**config.mk**
```make
export PLATFORM = sky130hd
export DESIGN_NAME = button_debounce_repeat_long_press_top
export DESIGN_NICKNAME = d
export VERILOG_FILES = /design/src/hw/rtl/bdrlp_pkg.sv /design/src/hw/rtl/button_debounce_repeat_long_press_top.sv
export SDC_FILE = /design/constraint.sdc
export NUM_CORES = 1
export LEC_CHECK = 0
export ABC_AREA = 1
export BUFFER_PORTS_ARGS = -buffer_cell sky130_fd_sc_hd__buf_4
export CAP_MARGIN = 20
export CELL_PAD_IN_SITES_DETAIL_PLACEMENT = 1
export CELL_PAD_IN_SITES_GLOBAL_PLACEMENT = 1
export CORE_MARGIN = 4
export CORE_UTILIZATION = 35
export CTS_CLUSTER_SIZE = 16
export DETAILED_ROUTE_END_ITERATION = 8
export PLACE_DENSITY_LB_ADDON = 0.1
export SLEW_MARGIN = 30
export SYNTH_ARGS = -nofsm -noshare
export SYNTH_HDL_FRONTEND = slang
export SYNTH_SLANG_ARGS = --single-unit
```
**constraint.sdc**
```tcl
create_clock -name clock -period 6.55 [get_ports clock]
set_input_delay 1.31 -clock clock [delete_from_list [all_inputs] [get_ports clock]]
set_output_delay 1.31 -clock clock [all_outputs]
set_load 0.05 [all_outputs]
```
**src/hw/rtl/bdrlp_pkg.sv**
```systemverilog
// Types and constants of the button debouncer with auto-repeat and long press.
package bdrlp_pkg;

   // Item codes.
   localparam logic OP_TICK = 1'b0;
   localparam logic OP_READ = 1'b1;

   // Field widths.
   localparam int RAW_WIDTH    = 2;
   localparam int SAMPLE_WIDTH = 10;
   localparam int EVENT_WIDTH  = 4;
   localparam int COUNT_WIDTH  = 11;
   localparam int WINDOW_WIDTH = SAMPLE_WIDTH + 2;

   // Register file layout.
   localparam int CSR_ADDR_WIDTH = 5;
   localparam int CSR_DATA_WIDTH = 32;
   localparam logic [2:0] REG_LONG_PRESS_MODE = 3'd0;
   localparam logic [2:0] REG_ANALOG_ENABLE   = 3'd1;
   localparam logic [2:0] REG_FIRST_CENTER    = 3'd2;
   localparam logic [2:0] REG_SECOND_CENTER   = 3'd3;
   localparam logic [2:0] REG_NOISE_MARGIN    = 3'd4;

   typedef logic signed [COUNT_WIDTH-1:0] count_type;
   typedef logic [SAMPLE_WIDTH-1:0] sample_type;

   // Register reset values.
   localparam sample_type FIRST_CENTER_RESET  = 10'd345;
   localparam sample_type SECOND_CENTER_RESET = 10'd254;
   localparam sample_type NOISE_MARGIN_RESET  = 10'h030;

   // Counter thresholds.
   localparam count_type COUNT_RESTART   = -11'sd4;
   localparam count_type DEBOUNCE_COUNT  = 11'sd3;
   localparam count_type HOLD_COUNT      = 11'sd100;
   localparam count_type WRAP_LIMIT      = 11'sd1000;
   localparam count_type WRAP_STEP       = 11'sd900;
   localparam count_type LONG_CAP        = 11'sd1001;
   localparam count_type SHORT_MIN_COUNT = 11'sd4;
   localparam count_type COUNT_FLOOR     = {1'b1, {(COUNT_WIDTH-1){1'b0}}};

   // Repeat period; the nibble-sum test below relies on it being 15.
   localparam logic [5:0] REPEAT_TICKS = 6'd15;

   // True when a positive count of at most 1023 is a multiple of 15.
   // Since 16 is 1 modulo 15, the sum of the hex digits keeps the residue.
   function automatic logic repeat_phase(input count_type value);
      logic [5:0] digit_sum;
      digit_sum = {2'b00, value[3:0]} + {2'b00, value[7:4]} + {4'b0000, value[9:8]};
      return (digit_sum == REPEAT_TICKS) || (digit_sum == 6'(2 * REPEAT_TICKS));
   endfunction

endpackage

```
**src/hw/rtl/button_debounce_repeat_long_press_top.sv**
```systemverilog
// A read item passes through the input register and then the output register.
// Throughput: one item per cycle; a read waits in the input register while
// the previous result is still held in the output register, ticks pass on.
// The input register, output register and per-button counters form the path.
// Reset is synchronous: counters, latched events, configuration registers and valid flags take defaults.
module button_debounce_repeat_long_press_top
   import bdrlp_pkg::*;
#(
   parameter int NUM_BUTTONS = 2
) (
   input  logic                      clock,
   input  logic                      reset,
   // Input item channel.
   input  logic                      req_valid,
   output logic                      req_ready,
   input  logic                      req_opcode,
   input  logic [RAW_WIDTH-1:0]      req_raw_pressed,
   input  logic [SAMPLE_WIDTH-1:0]   req_adc_sample,
   // Result item channel.
   output logic                      rsp_valid,
   input  logic                      rsp_ready,
   output logic [EVENT_WIDTH-1:0]    rsp_events,
   // Register port.
   input  logic                      csr_psel,
   input  logic                      csr_penable,
   input  logic                      csr_pwrite,
   input  logic [CSR_ADDR_WIDTH-1:0] csr_paddr,
   input  logic [CSR_DATA_WIDTH-1:0] csr_pwdata,
   output logic [CSR_DATA_WIDTH-1:0] csr_prdata,
   output logic                      csr_pready
);

   // Configuration registers.
   logic       long_mode_ff;
   logic       analog_en_ff;
   sample_type first_center_ff;
   sample_type second_center_ff;
   sample_type margin_ff;
   logic       csr_write;
   logic [2:0] csr_index;

   // Input register.
   logic                    stage_valid_ff;
   logic                    stage_valid_in;
   logic                    stage_opcode_ff;
   logic [RAW_WIDTH-1:0]    stage_raw_ff;
   sample_type              stage_sample_ff;
   logic                    stage_advance;
   logic                    out_free;

   // Button state.
   count_type               press_count_ff [NUM_BUTTONS];
   count_type               press_count_in [NUM_BUTTONS];
   logic [EVENT_WIDTH-1:0]  event_latch_ff;
   logic [EVENT_WIDTH-1:0]  event_latch_in;
   logic [EVENT_WIDTH-1:0]  tick_events;

   // Output register.
   logic                    rsp_valid_ff;
   logic                    rsp_valid_in;
   logic [EVENT_WIDTH-1:0]  rsp_events_ff;
   logic                    rsp_load;

   // Register writes and reads decode the word index only.
   assign csr_index  = csr_paddr[4:2];
   assign csr_write  = csr_psel && csr_penable && csr_pwrite;
   assign csr_pready = 1'b1;

   always_ff @(posedge clock) begin
      if (reset) begin
         long_mode_ff     <= 1'b0;
         analog_en_ff     <= 1'b0;
         first_center_ff  <= FIRST_CENTER_RESET;
         second_center_ff <= SECOND_CENTER_RESET;
         margin_ff        <= NOISE_MARGIN_RESET;
      end else if (csr_write) begin
         case (csr_index)
            REG_LONG_PRESS_MODE: long_mode_ff     <= csr_pwdata[0];
            REG_ANALOG_ENABLE:   analog_en_ff     <= csr_pwdata[0];
            REG_FIRST_CENTER:    first_center_ff  <= csr_pwdata[SAMPLE_WIDTH-1:0];
            REG_SECOND_CENTER:   second_center_ff <= csr_pwdata[SAMPLE_WIDTH-1:0];
            REG_NOISE_MARGIN:    margin_ff        <= csr_pwdata[SAMPLE_WIDTH-1:0];
            default: begin
            end
         endcase
      end
   end

   always_comb begin
      case (csr_index)
         REG_LONG_PRESS_MODE: csr_prdata = {{(CSR_DATA_WIDTH-1){1'b0}}, long_mode_ff};
         REG_ANALOG_ENABLE:   csr_prdata = {{(CSR_DATA_WIDTH-1){1'b0}}, analog_en_ff};
         REG_FIRST_CENTER:
            csr_prdata = {{(CSR_DATA_WIDTH-SAMPLE_WIDTH){1'b0}}, first_center_ff};
         REG_SECOND_CENTER:
            csr_prdata = {{(CSR_DATA_WIDTH-SAMPLE_WIDTH){1'b0}}, second_center_ff};
         REG_NOISE_MARGIN:
            csr_prdata = {{(CSR_DATA_WIDTH-SAMPLE_WIDTH){1'b0}}, margin_ff};
         default:             csr_prdata = '0;
      endcase
   end

   // A tick can always leave the input register; a read needs a free output slot.
   assign out_free       = !rsp_valid_ff || rsp_ready;
   assign stage_advance  = stage_valid_ff && ((stage_opcode_ff == OP_TICK) || out_free);
   assign req_ready      = !stage_valid_ff || stage_advance;
   assign stage_valid_in = (req_valid && req_ready) || (stage_valid_ff && !stage_advance);

   always_ff @(posedge clock) begin
      if (reset) begin
         stage_valid_ff <= 1'b0;
      end else begin
         stage_valid_ff <= stage_valid_in;
      end
   end

   always_ff @(posedge clock) begin
      if (req_valid && req_ready) begin
         stage_opcode_ff <= req_opcode;
         stage_raw_ff    <= req_raw_pressed;
         stage_sample_ff <= req_adc_sample;
      end
   end

   // Per-button counter update for one tick, all buttons in parallel.
   always_comb begin
      logic                            pressed;
      logic signed [WINDOW_WIDTH-1:0]  sample_ext;
      logic signed [WINDOW_WIDTH-1:0]  center_ext;
      logic signed [WINDOW_WIDTH-1:0]  margin_ext;
      count_type                       cnt;
      tick_events = '0;
      sample_ext  = $signed({2'b00, stage_sample_ff});
      margin_ext  = $signed({2'b00, margin_ff});
      for (int n = 0; n < NUM_BUTTONS; n++) begin
         center_ext = (n % 2 == 0) ? $signed({2'b00, first_center_ff})
                                   : $signed({2'b00, second_center_ff});
         pressed = stage_raw_ff[n] ||
                   (analog_en_ff && (sample_ext < center_ext + margin_ext) &&
                    (sample_ext > center_ext - margin_ext));
         cnt = press_count_ff[n];
         if (pressed) begin
            if (cnt < COUNT_RESTART) begin
               cnt = '0;
            end
            if (!long_mode_ff) begin
               // Debounce, then auto-repeat with the phase kept across the wrap.
               cnt = cnt + 11'sd1;
               if (cnt == DEBOUNCE_COUNT) begin
                  tick_events[n] = 1'b1;
               end else if (cnt > HOLD_COUNT && repeat_phase(cnt)) begin
                  tick_events[n] = 1'b1;
               end
               if (cnt > WRAP_LIMIT) begin
                  cnt = cnt - WRAP_STEP;
               end
            end else begin
               // One long event per hold, then the count parks at the cap.
               if (cnt > WRAP_LIMIT) begin
                  cnt = cnt;
               end else if (cnt > HOLD_COUNT) begin
                  tick_events[2*n+1] = 1'b1;
                  cnt = WRAP_LIMIT;
               end
               if (cnt < LONG_CAP) begin
                  cnt = cnt + 11'sd1;
               end
            end
         end else begin
            // Release: short event in long mode, then count released ticks.
            if (long_mode_ff && cnt <= HOLD_COUNT && cnt > SHORT_MIN_COUNT) begin
               tick_events[2*n] = 1'b1;
            end
            if (cnt > 11'sd0) begin
               cnt = '0;
            end
            if (cnt > COUNT_FLOOR) begin
               cnt = cnt - 11'sd1;
            end
         end
         press_count_in[n] = cnt;
      end
   end

   // A tick merges new events; a read hands them out and clears the latch.
   always_comb begin
      event_latch_in = event_latch_ff;
      if (stage_advance) begin
         if (stage_opcode_ff == OP_TICK) begin
            event_latch_in = event_latch_ff | tick_events;
         end else begin
            event_latch_in = '0;
         end
      end
   end

   always_ff @(posedge clock) begin
      if (reset) begin
         event_latch_ff <= '0;
         for (int n = 0; n < NUM_BUTTONS; n++) begin
            press_count_ff[n] <= '0;
         end
      end else begin
         event_latch_ff <= event_latch_in;
         if (stage_advance && stage_opcode_ff == OP_TICK) begin
            for (int n = 0; n < NUM_BUTTONS; n++) begin
               press_count_ff[n] <= press_count_in[n];
            end
         end
      end
   end

   // Output register for the result of a read item.
   assign rsp_load     = stage_advance && (stage_opcode_ff == OP_READ);
   assign rsp_valid_in = rsp_load || (rsp_valid_ff && !rsp_ready);

   always_ff @(posedge clock) begin
      if (reset) begin
         rsp_valid_ff <= 1'b0;
      end else begin
         rsp_valid_ff <= rsp_valid_in;
      end
   end

   always_ff @(posedge clock) begin
      if (rsp_load) begin
         rsp_events_ff <= event_latch_ff;
      end
   end

   assign rsp_valid  = rsp_valid_ff;
   assign rsp_events = rsp_events_ff;

endmodule

```
Word-level counts from Yosys, hierarchy flattened
Memory sizes are Yosys's and may differ from the RTL's.
Cells that the tools add are included.
{"block": "word_totals", "regBits": 55, "ram_bits": 22, "memories": 1}
{"block": "op_classes", "n_addsub": 16, "magnitude_cmp": 24, "n_eq_ne": 10, "n_mux": 54, "n_bitwise": 4, "reduce_logical": 37}
{"memory": "press_count_ff", "words": 2, "width": 11, "read_ports": 2, "rd_ports_with_merged_regs": 0, "write_ports": 2, "line": "button_debounce_repeat_long_press_top.sv:52", "rtl": "count_type press_count_ff [NUM_BUTTONS];"}
{"op": "11-bit two-way mux", "count": 28}
{"op": "11-bit > comparator (second input constant)", "count": 6}
{"op": "10-bit one-hot mux with 5 select lines", "count": 1}
{"op": "11-bit by 2-bit adder with 11-bit output (second input constant)", "count": 4}
{"op": "11-bit by 8-bit > comparator with 1-bit output (second input constant)", "count": 4}
{"op": "1-bit two-way mux", "count": 24}
{"op": "10-bit by 10-bit adder with 11-bit output", "count": 2}
{"op": "11-bit by 3-bit equality test with 1-bit output (second input constant)", "count": 2}
{"op": "11-bit by 1-bit > comparator with 1-bit output (second input constant)", "count": 2}
{"op": "11-bit > comparator", "count": 2}
{"op": "11-bit by 4-bit > comparator with 1-bit output (second input constant)", "count": 2}
{"op": "11-bit by 8-bit <= comparator with 1-bit output (second input constant)", "count": 2}
{"op": "10-bit by 11-bit less-than comparator with 1-bit output", "count": 2}
{"op": "11-bit less-than comparator (second input constant)", "count": 2}
{"op": "11-bit by 3-bit less-than comparator with 1-bit output (second input constant)", "count": 2}
{"op": "10-bit by 10-bit subtractor with 11-bit output", "count": 2}
{"op": "11-bit subtractor (second input constant)", "count": 2}
{"op": "11-bit by 2-bit subtractor with 11-bit output (second input constant)", "count": 2}
{"op": "1-bit logical AND", "count": 18}
{"op": "5-bit by 2-bit adder with 6-bit output", "count": 2}
{"op": "6-bit by 4-bit equality test with 1-bit output (second input constant)", "count": 2}
{"op": "6-bit by 5-bit equality test with 1-bit output (second input constant)", "count": 2}
{"op": "4-bit by 4-bit adder with 5-bit output", "count": 2}
{"op": "2-bit AND reduction", "count": 5}
{"op": "other kinds (10)", "count": 23}

Logic depth before layout (Yosys ltp)
Gate-level depths: netlist of run 1.
{"block": "depth", "depth_word": 18, "ltp_mapped": 27, "ltp_nobuf": 27}

Least setup slack after synthesis of run 1
No wires, ideal clock.
{"block": "synth_path", "kind": "flip-flop to flip-flop", "from": "memory press_count_ff[0][5] (netlist bit)", "to": "register event_latch_ff[0]", "setup_ns": 0.059, "arrival_ns": 4.167, "t_required_ns": 6.491, "path_slack_ns": 2.324, "stages_incl_launch_ff": 27, "path_buffers": 2, "period_less_slack_ns": 4.226, "cell_sequence": "edfxtp_1 clkbuf_2 nand2_1 nor4_1 ha_1 inv_2 buf_6 nand2_1 inv_1 ha_1 nand3_2 inv_1 nand3b_1 nand2_1 inv_1 fa_1 ha_1 fa_1 o211a_1 o2111ai_1 a21oi_1 nand2_1 a21oi_1 nand2_1 nand3_1 nand2_1 nand2_1"}
{"element": "start, declared", "line": "button_debounce_repeat_long_press_top.sv:52"}
{"element": "end signal, assigned", "line": "button_debounce_repeat_long_press_top.sv:204", "rtl": "event_latch_ff <= event_latch_in;"}
{"element": "end, declared", "line": "button_debounce_repeat_long_press_top.sv:54", "rtl": "logic [EVENT_WIDTH-1:0] event_latch_ff;"}

==> reports/metrics.cfg, run 1 <==
[run_status]
status = finished, final reports clean

[placement]
hpwl_mm = 26.48
gp_congestion = 0.8541
io_buffers = 48

[floorplanning]
die_area_mm2 = 0.03013
die_h_um = 173.6
fp-row-count = 60
core_mm2 = 0.02695
initial_utilization = 0.3560
ios = 96
die_x_um = 173.6

[global_routing]
grt_pass1_wl_mm = 52.43
grt_max_degree = 36
grt_pass1_vias = 9588
grt_usage = 0.2137
grt_remaining_overflow = 0
antenna_found_initial = 0

[timing]
maxSlewHeadroom = 0.3638
period_share = 0.7763
fin_crit_ns = 5.085
hold_viol_final = 0
grt_setup_unrepaired = no
skew_ns = 0.007764
setup_viol = 0
fmax_mhz = 196.7
worstMarginPinSlew_ns = 0.9491
fin_tns_setup_ns = 0
slew_viol_final = 0

[logic_synthesis]
ys_seq_area_frac = 0.2013
yosysWarnings = 0
yosys.area_share.simple = 0.3423
synth_compound_area_frac = 0.1247
synth-edff-count = 39
async_reset_ff_frac = 0
synthAdderAreaFrac = 0.1622
synthCells = 1446
synth.top_cells.by_area = ha_1 14%, nand2_1 14%, edfxtp_1 12%
synthFlopType = edfxtp_1
synth_top_family_by_area = simple AND/OR/NAND/NOR gates
synth_mux_area_frac = 0
yosysTopAreaCell = ha_1
yosysTopAreaCellShare = 0.1434
synthXorXnorAreaFrac = 0.05294
synth_area_per_cell_um2 = 6.636
ys_types = 58
synth_area_mm2 = 0.009595
ys_ff_latch = 77

[clock_tree]
post_cts_buffers = 0
cts_resized = 0
clockBufferDepth = 2
clock-root-buffer = clkbuf_16
insertion_delay_ns = 0.35
clock_sinks = 77
cts_tree = done
cts_hold_buf = 0
htreeDepth = 3
cts-buffers-inserted = 9
path_clk_slew_ns = 0.06

[worst_setup_path]
regToRegSetupSlack_ns = 1.46
arrival_ns = 5.38
critPathKind = reg -> reg
worstSetupStartpointType = flop
critPathCaptureType = flop
worstPathRequired_ns = 6.84
cp_max_fo = 11

[cells_and_area]
fillers = 3507
layout_common_cells = 357 x nand2_1, 177 x inv_1, 130 x nor2_1
num_antenna_cells = 0
fin_util = 0.3877
final_common_cell = nand2_1
final_net_count = 1649
area_delta_synth_final_pct = 8.906
drive_above_1_share = 0.1022

[drt]
dr.pass1.iters = 6
viasPerCell = 5.195
wirelength_mm = 32.44
antenna_left = 0
vias = 9449
drc = 0
drt_iter0_markers = 541
drt-wirelength-per-cell_um = 17.83

[pwr]
switching_share = 0.3652
p_clk_frac = 0.338
intPower_uw = 976.8
power_frac_seq = 0.361
p_switching_uw = 561.9
power_density_mw_per_mm2 = 147.2
combinationalPowerShare = 0.302
leakage_nw = 5.125
ir_worst_vdd_v = 0.0001148

[run]
maxCapViolCount = 0

[min_path]
hold_path_class = reg -> reg

[path summary, 6_finish.rpt]
path,to,start,depth (start not counted)
setup / recovery,event_latch_ff[0],press_count_ff[0][5],23
hold / removal,rsp_events[0],event_latch_ff[0],0
setup reg to reg,event_latch_ff[0],press_count_ff[0][5],23
hold reg to reg,rsp_events[0],event_latch_ff[0],0
[critical path: stages, from the launching register on]
cell and delay, ns:
edfxtp_1 0.57, nand2_1 0.14, nor4_1 0.28, ha_1 0.37, inv_2 0.27, nand2_1 0.24
inv_1 0.22, ha_1 0.29, nand3_2 0.12, nor2_2 0.14, or2_1 0.30, inv_1 0.12
fa_1 0.38, ha_1 0.22, fa_1 0.49, o211a_1 0.14, o2111ai_1 0.10, a21oi_1 0.13
nand2_1 0.07, a21oi_1 0.12, nand2_1 0.10, nand3_1 0.11, nand2_1 0.05, nand2_1 0.06
[registers in the layout, indices dropped and copies added (netlist names), 2 cells and up]
signal	flops
press_count_ff	22
first_center_ff	10
margin_ff	10
second_center_ff	10
stage_sample_ff	10
event_latch_ff	4
rsp_events	4
stage_raw_ff	2
[stage by stage]
step                area [um^2]  instances  hold WS (ns)  setup slack, ns  power (mW)
finish                    10450       1819        0.4702            1.465       1.539
global route              10450       1819        0.4891           0.9673       1.636
CTS                       10450       1819        0.4743            1.386       1.554
detailed placement        10150       1803        0.4569            1.407       1.028
global placement          10150       1803        0.4442            1.448       1.020
floorplan                  9674       1467        0.4310            2.324      0.9041
[cell type report]
| type | instances | area, um^2 | share of cell area |
|---|---|---|---|
| flip-flops and latches | 77 | 1932 | 0.1849 |
| clock buffers | 10 | 239.0 | 0.02287 |
| well taps | 341 | 426.7 | 0.04083 |
| inverters | 197 | 744.5 | 0.07124 |
| clock inverters | 6 | 61.31 | 0.005867 |
| multi-input cells | 1133 | 6634 | 0.6348 |
| repair buffers | 55 | 412.9 | 0.03951 |
[cell usage after synthesis (all sizes together) (2+ instances only)]
master	count
edfxtp	39
fa	9
nor2	148
conb	2
o211ai	10
o2111ai	2
xor2	43
a22oi	3
or2	3
clkinv	3
nor4	5
nand3b	4
nand3	119
clkbuf	21
nand2	379
o21a	2
nand4	30
a21o	5
o21ai	75
nor3	29
inv	194
a211oi	2
xnor2	15
ha	110
a221oi	2
buf	39
a21oi	93
a31oi	5
o31ai	2
o21bai	6
o211a	2
dfxtp	38
[power by group through the flow]
stage,Clock [mW],Sequential (mW),Combinational (mW)
2_1_floorplan,0,0.551,0.354
3_3_place_gp,0,0.565,0.455
3_5_place_dp,0,0.565,0.463
4_1_cts,0.533,0.555,0.466
5_1_grt,0.553,0.557,0.525
6_report,0.520,0.555,0.464
[cell families (layout without fill, tap and decap cells)]
group / Yosys count / count (layout)
AO/OA/AOI/OAI: 213 / 213
XOR/XNOR: 58 / 58
adder cells (fa/ha/maj): 119 / 119
buffers and inverters: 257 / 268
flip-flops: 77 / 77
other: 2 / 23
AND/OR/NAND/NOR: 720 / 720
[layer usage]
metal	wire length, um	part of all wire	track usage	up-vias
li1	-	-	-	4734
met5	0	0	0	-
met2	14430	0.44	0.3437	169
met4	337	0.010	0.03827	0
met3	1053	0.032	0.02595	23
met1	16620	0.51	0.3117	4523
Note: power is estimated with default switching activity, not from simulation.
==> run 2, diff against run 1 <==
==> constraint.sdc (replaced) <==
create_clock -name clock -period 4.8 [get_ports clock]
set_input_delay 0.96 -clock clock [delete_from_list [all_inputs] [get_ports clock]]
set_output_delay 0.96 -clock clock [all_outputs]
set_load 0.05 [all_outputs]
==> run 2 against run 1 <==
Sequential cell count did not move. Register-to-register slack got worse by 1.1 ns. Wire length rose by 1.9%. Die area did not move. Count of clock-buffer cells in the layout rose by 1. Power rose by 35%. Sequential share of layout area fell by 0.38 points. Sequential power rose by 34%. Utilization rose by 0.80 points. Critical path depth fell by 2. Cell count rose by 1.6%. Global-route usage rose by 0.38 points.
==> reports/metrics.cfg, run 2 (same netlist as run 1, synthesis figures left out) <==
[run_status]
status = finished, final reports clean

[global_routing]
antenna_found_initial = 0  ; unchanged
grt_pass1_vias = 9751  ; +1.7%
grt_max_degree = 35  ; -2.8%
grt_remaining_overflow = 0  ; unchanged
grt_usage = 0.2176  ; +0.003845
grt_pass1_wl_mm = 53.17  ; +1.4%

[clock_tree]
insertion_delay_ns = 0.35  ; about the same
cts_tree = done
clock-root-buffer = clkbuf_16
clock_sinks = 77  ; unchanged
cts-buffers-inserted = 9  ; unchanged
htreeDepth = 3  ; unchanged
clockBufferDepth = 2  ; unchanged
path_clk_slew_ns = 0.06  ; about the same

[cells_and_area]
final_common_cell = nand2_1
area_delta_synth_final_pct = 11.16
fin_util = 0.3958  ; +0.008031
design_area_mm2 = 0.01067  ; +2.1%
layout_common_cells = 357 x nand2_1, 177 x inv_1, 130 x nor2_1
regMostFlops = press_count_ff
largest_register_ffs = 22  ; unchanged
fillers = 3558  ; +1.5%
finalNonFillerCells = 1849  ; +1.6%
final_net_count = 1679  ; +1.8%
drive_above_1_share = 0.1207  ; +0.01852
num_antenna_cells = 0  ; unchanged

[worst_setup_path]
worstPathRequired_ns = 5.09  ; -1.75 ns
cp_max_fo = 10  ; -1
critPathCaptureType = flop
worstSetupStartpointType = flop
critPathKind = reg -> reg
regToRegSetupSlack_ns = 0.36  ; -1.11 ns
arrival_ns = 4.74  ; -0.64 ns

[drt]
viasPerCell = 5.196  ; about the same
drc = 0  ; unchanged
drt_iter0_markers = 489  ; -9.6%
wirelength_mm = 33.04  ; +1.9%
vias = 9608  ; +1.7%
drt-wirelength-per-cell_um = 17.87  ; +0.21%
antenna_left = 0  ; unchanged
dr.pass1.iters = 5  ; -1

[pwr]
leakage_nw = 5.256  ; +2.6%
combinationalPowerShare = 0.323  ; +0.021
intPower_mw = 1.300  ; +33%
p_switching_uw = 782.2  ; +39%
p_clk_frac = 0.321  ; -0.017
power_density_mw_per_mm2 = 195.3  ; +33%
power_frac_seq = 0.356  ; -0.005
switching_share = 0.3756  ; +0.01040
total_power_mw = 2.083  ; +35%
ir_worst_vdd_v = 0.0001419  ; +24%

[timing]
slew_viol_final = 0  ; unchanged
skew_ns = 0.009443  ; +0.001679 ns
worst_slack_ns = 0.3589  ; -1.106 ns
hold_viol_final = 0  ; unchanged
fin_tns_setup_ns = 0  ; unchanged
worstMarginPinSlew_ns = 1.049  ; +0.1001 ns
fmax_mhz = 225.2  ; +14%
period_share = 0.9252  ; +0.1489
fin_crit_ns = 4.441  ; -0.6439 ns
setup_viol = 0  ; unchanged
grt_setup_unrepaired = no
maxSlewHeadroom = 0.2967  ; -0.06708
hold_ws_ns = 0.4551  ; -0.01516 ns

[placement]
io_buffers = 48  ; unchanged
pre_cts_ws_ns = 0.3362  ; -1.071 ns
numPlacedInstances = 1833  ; +1.7%
hpwl_mm = 26.92  ; +1.7%
gp_congestion = 0.8722  ; +2.1%
dpl_cell_area_mm2 = 0.01038  ; +2.2%

[run]
maxCapViolCount = 0  ; unchanged

[floorplanning]
die_x_um = 173.6  ; unchanged
fp-row-count = 60  ; unchanged
initial_utilization = 0.3560  ; unchanged
core_mm2 = 0.02695  ; unchanged
die_area_mm2 = 0.03013  ; unchanged
ios = 96  ; unchanged
die_h_um = 173.6  ; unchanged

[min_path]
hold_path_class = reg -> reg

-- run 2: power groups by stage --
stage | Sequential, mW | Combinational [mW] | Clock, mW
after CTS | 0.742 | 0.673 | 0.688
after global placement | 0.756 | 0.657 | 0
after global routing | 0.744 | 0.756 | 0.711
after floorplan | 0.751 | 0.482 | 0
after detailed placement | 0.756 | 0.669 | 0
final | 0.742 | 0.672 | 0.668
-- run 2: layout make-up --
class / instances / area (um^2) / area share
clock buffers: 11 / 242.7 / 0.02276
inverters: 197 / 744.5 / 0.06979
well taps: 341 / 426.7 / 0.04000
clock inverters: 5 / 35.03 / 0.003284
flip-flops and latches: 77 / 1932 / 0.1811
repair buffers: 85 / 638.1 / 0.05982
multi-input cells: 1133 / 6648 / 0.6232
-- run 2: what timing repair did --
item	in CTS	in global routing
setup buffers	0	0
endpoints found under the setup margin	0	2
hold buffers	0	0
gates resized for setup	0	3
-- run 2: path summary, 6_finish.rpt --
kind / startpoint / end / cells after the start
setup / recovery: press_count_ff[0][19] / event_latch_ff[1] / 21
hold / removal: event_latch_ff[0] / rsp_events[0] / 0
setup reg to reg: press_count_ff[0][19] / event_latch_ff[1] / 21
hold reg to reg: event_latch_ff[0] / rsp_events[0] / 0
-- run 2: metal layers --
metal / up-vias / routed length [um] / track usage
li1: 4799 / - / -
met2: 160 / 14640 / 0.3476
met4: 0 / 494 / 0.04454
met1: 4615 / 16920 / 0.3190
met5: - / 0 / 0
met3: 34 / 989 / 0.02290
-- run 2: critical path, stage by stage (launching register included) --
cell and delay (ns):
edfxtp_1 0.40, nand2_1 0.14, nor4_1 0.37, ha_1 0.56, nor2_4 0.30, nand2_1 0.18, nor2_1 0.18, nand4_1 0.09
nand2_1 0.16, xor2_1 0.16, inv_1 0.05, ha_1 0.30, ha_1 0.23, fa_1 0.48, nand3_1 0.07, nor3b_1 0.24
nand3_1 0.11, nand2_1 0.09, nand3_1 0.07, nand2_1 0.08, nand2_1 0.05, nand2_1 0.06
==> run 3, diff against run 2 <==
--- a/config.mk
+++ b/config.mk
@@ -5,9 +5,8 @@
 export SDC_FILE = /design/constraint.sdc
 export NUM_CORES = 1
 export LEC_CHECK = 0
-export ABC_AREA = 1
 export BUFFER_PORTS_ARGS = -buffer_cell sky130_fd_sc_hd__buf_4
-export CAP_MARGIN = 20
+export CAP_MARGIN = 0
 export CELL_PAD_IN_SITES_DETAIL_PLACEMENT = 1
 export CELL_PAD_IN_SITES_GLOBAL_PLACEMENT = 1
 export CORE_MARGIN = 4
==> constraint.sdc (replaced) <==
create_clock -name clock -period 3.64 [get_ports clock]
set_input_delay 0.728 -clock clock [delete_from_list [all_inputs] [get_ports clock]]
set_output_delay 0.728 -clock clock [all_outputs]
set_load 0.05 [all_outputs]
==> run 3 against run 2 <==
Cell count down 5.0%. Sequential share of layout area down 3.4 points. Register-to-register slack worse by 0.76 ns. Critical path depth down 4. Sequential power up 31%. Die area down 4.3%. Synthesized cell count down 21%. The flow now finishes with violations (setup timing). First-iteration DRC count down 1.6%.
==> reports/metrics.cfg, run 3 <==
[worst_setup_path]
crit_start = first_center_ff[0]
worstRegToRegCells = 17  ; -19%
critPathKind = reg -> reg
r2r_end = press_count_ff[0][4]
critPathCaptureType = flop
arrival_ns = 4.26  ; -0.48 ns
worstSetupStartpointType = flop
regToRegSetupSlack_ns = -0.40  ; -0.76 ns
r2r_start = first_center_ff[0]
cp_max_fo = 4  ; -6
worstPathRequired_ns = 3.86  ; -1.23 ns

[logic_synthesis]
synthFlopType = edfxtp_1
yosysMostFrequentCell = ha_1
synth.top_cells.by_area = ha_1 15%, edfxtp_1 13%, dfxtp_1 8.3%
ys_seq_area_frac = 0.2108  ; +0.009426
synth_area_mm2 = 0.009166  ; -4.5%
synth_area_per_cell_um2 = 7.985  ; +20%
ys_types = 81  ; +40%
yosysTopAreaCellShare = 0.1502  ; +0.006716
async_reset_ff_frac = 0  ; unchanged
synthCells = 1148  ; -21%
yosysTopAreaCell = ha_1
yosysWarnings = 0  ; unchanged
synth_common_cells = 110 x ha_1, 103 x nand2_1, 87 x nor2_1, 69 x a21oi_1, 65 x inv_1
synth-edff-count = 39  ; unchanged
ys_ff_latch = 77  ; unchanged

[floorplanning]
die_x_um = 169.8  ; -2.2%
die_h_um = 169.8  ; -2.2%
initial_utilization = 0.3599  ; +0.003823
fp-row-count = 58  ; -3.3%
ios = 96  ; unchanged
die_area_mm2 = 0.02884  ; -4.3%
core_mm2 = 0.02547  ; -5.5%

[clock_tree]
clockBufferDepth = 2  ; unchanged
insertion_delay_ns = 0.36  ; about the same
path_clk_slew_ns = 0.07  ; about the same
cts-buffers-inserted = 9  ; unchanged
cts_tree = done
htreeDepth = 3  ; unchanged
clock-root-buffer = clkbuf_16
clock_sinks = 77  ; unchanged

[timing]
fmax_mhz = 247.5  ; +9.9%
worst_slack_ns = -0.3997  ; -0.7586 ns
worstMarginPinSlew_ns = 0.6970  ; -0.3522 ns
setup_viol = 26  ; +26
fin_crit_ns = 4.040  ; -0.4014 ns
skew_ns = 0.01312  ; +0.003676 ns
hold_viol_final = 0  ; unchanged
grt_setup_unrepaired = yes
period_share = 1.110  ; +0.1846
maxSlewHeadroom = 0.5336  ; +0.2369
slew_viol_final = 0  ; unchanged

[min_path]
min-delay-start = event_latch_ff[2]
whs_path_depth = 0  ; unchanged
hold-path-endpoint = rsp_events[2]
hold_path_class = reg -> reg

[cells_and_area]
num_antenna_cells = 0  ; unchanged
final_common_cell = buf_4
design_area_mm2 = 0.01319  ; +24%
final_net_count = 1598  ; -4.8%
largest_register_ffs = 22  ; unchanged
layout_common_cells = 311 x buf_4, 97 x nand2_1, 86 x ha_1
fin_util = 0.5180  ; +0.1222
regMostFlops = press_count_ff
finalNonFillerCells = 1757  ; -5.0%
drive_above_1_share = 0.3679  ; +0.2472
area_delta_synth_final_pct = 43.94

[placement]
dpl_cell_area_mm2 = 0.01149  ; +11%
gp_congestion = 0.8623  ; -1.1%
numPlacedInstances = 1691  ; -7.7%
io_buffers = 48  ; unchanged
hpwl_mm = 26.26  ; -2.4%

[run]
maxCapViolCount = 0  ; unchanged

[drt]
vias = 9793  ; +1.9%
dr.pass1.iters = 5  ; unchanged
drt-wirelength-per-cell_um = 20.45  ; +14%
viasPerCell = 5.574  ; +7.3%
antenna_left = 0  ; unchanged
drt_iter0_markers = 481  ; -1.6%
wirelength_mm = 35.93  ; +8.7%
drc = 0  ; unchanged

[global_routing]
antenna_found_initial = 0  ; unchanged
grt_pass1_wl_mm = 55.64  ; +4.6%
grt_remaining_overflow = 0  ; unchanged
grt_usage = 0.2399  ; +0.02229
grt_max_degree = 39  ; +11%
grt_pass1_vias = 10295  ; +5.6%

[pwr]
leakage_nw = 5.447  ; +3.6%
ir_worst_vdd_v = 0.0001645  ; +16%
power_density_mw_per_mm2 = 230.5  ; +18%

[run_status]
status = complete, but fails checks
failed_checks = setup timing

## run 3: changes by cell type in the layout (fill, tap and decap cells not counted), moves of 21 or more
cell	change
buf_4	+226
nor2b_1	+27
a21oi_1	-37
xnor2_1	+24
mux2i_1	+21
ha_1	-23
nand3_1	-88
nor2_1	-50
inv_1	-122
nand2_1	-260
xor2_1	-25
## run 3: logic make-up after synthesis
kind of cell	count (synthesis)	share of synthesized area
AO/OA/AOI/OAI	298	0.2180
XOR/XNOR	65	0.06211
adder cells (fa/ha/maj)	120	0.1709
buffers and inverters	155	0.07658
flip-flops	77	0.2108
multiplexers	28	0.03262
other	2	0.0008193
AND/OR/NAND/NOR	403	0.2282
## run 3: timing repair
item	in CTS	in global routing
pin swaps	65	59
cloned	2	1
buffers inserted	32	17
endpoints found under the setup margin	26	26
hold buffers	0	0
gates resized for setup	112	89
## run 3: worst max-delay path: stages, from the launching register on
cell and delay, ns:
dfxtp_2 0.33, inv_2 0.08, ha_4 0.14, inv_2 0.04, fa_2 0.42, a211oi_4 0.30, o21ai_2 0.14, a31oi_4 0.21
xnor2_2 0.13, ha_4 0.30, nand2_1 0.06, or3_1 0.37, o2111a_2 0.19, a2111oi_4 0.26, a31oi_4 0.10, buf_12 0.18
or4_4 0.51, a21oi_2 0.13
## run 3: power by group
group	internal (mW)	switching [mW]	leakage, nW
registers	0.941	0.0330	0.705
clock network	0.536	0.438	0.150
logic	0.472	0.621	4.59
## run 3: worst max path at each step
stage | end | slack (ns)
2_1_floorplan | event_latch_ff[1] | -0.61
3_3_place_gp | press_count_ff[0][4] | -0.70
3_5_place_dp | press_count_ff[0][4] | -0.77
4_1_cts | press_count_ff[0][4] | -0.48
5_1_grt | press_count_ff[0][4] | -0.52
6_report | press_count_ff[0][4] | -0.40
## run 3: stage by stage
stage	TNS (ns)	hold WS (ns)	power [mW]	worst slack, ns
2_1_floorplan	-1.704	0.4086	1.570	-0.6051
3_3_place_gp	-9.080	0.4201	1.887	-0.6987
3_5_place_dp	-11.52	0.4223	1.901	-0.7656
4_1_cts	-8.670	0.4378	2.965	-0.4822
5_1_grt	-10.35	0.4579	3.185	-0.5208
6_report	-6.449	0.4375	3.041	-0.3997
## run 3: layout make-up
cell class,count,area [um^2]
Fill cell,2963,12280
Sequential cell,77,1942
Timing Repair Buffer,330,2643
Inverter,67,254.0
Multi-Input combinational cell,937,7645
Tap cell,330,412.9
Clock buffer,9,225.2
Clock inverter,7,72.57
## run 3: routing by layer
metal / vias to the layer above / global-route usage / wire (um)
li1: 4700 / - / -
met5: - / 0 / 0
met1: 4892 / 0.3041 / 15900
met4: 0 / 0.07175 / 883
met2: 145 / 0.4303 / 18310
met3: 56 / 0.02416 / 831
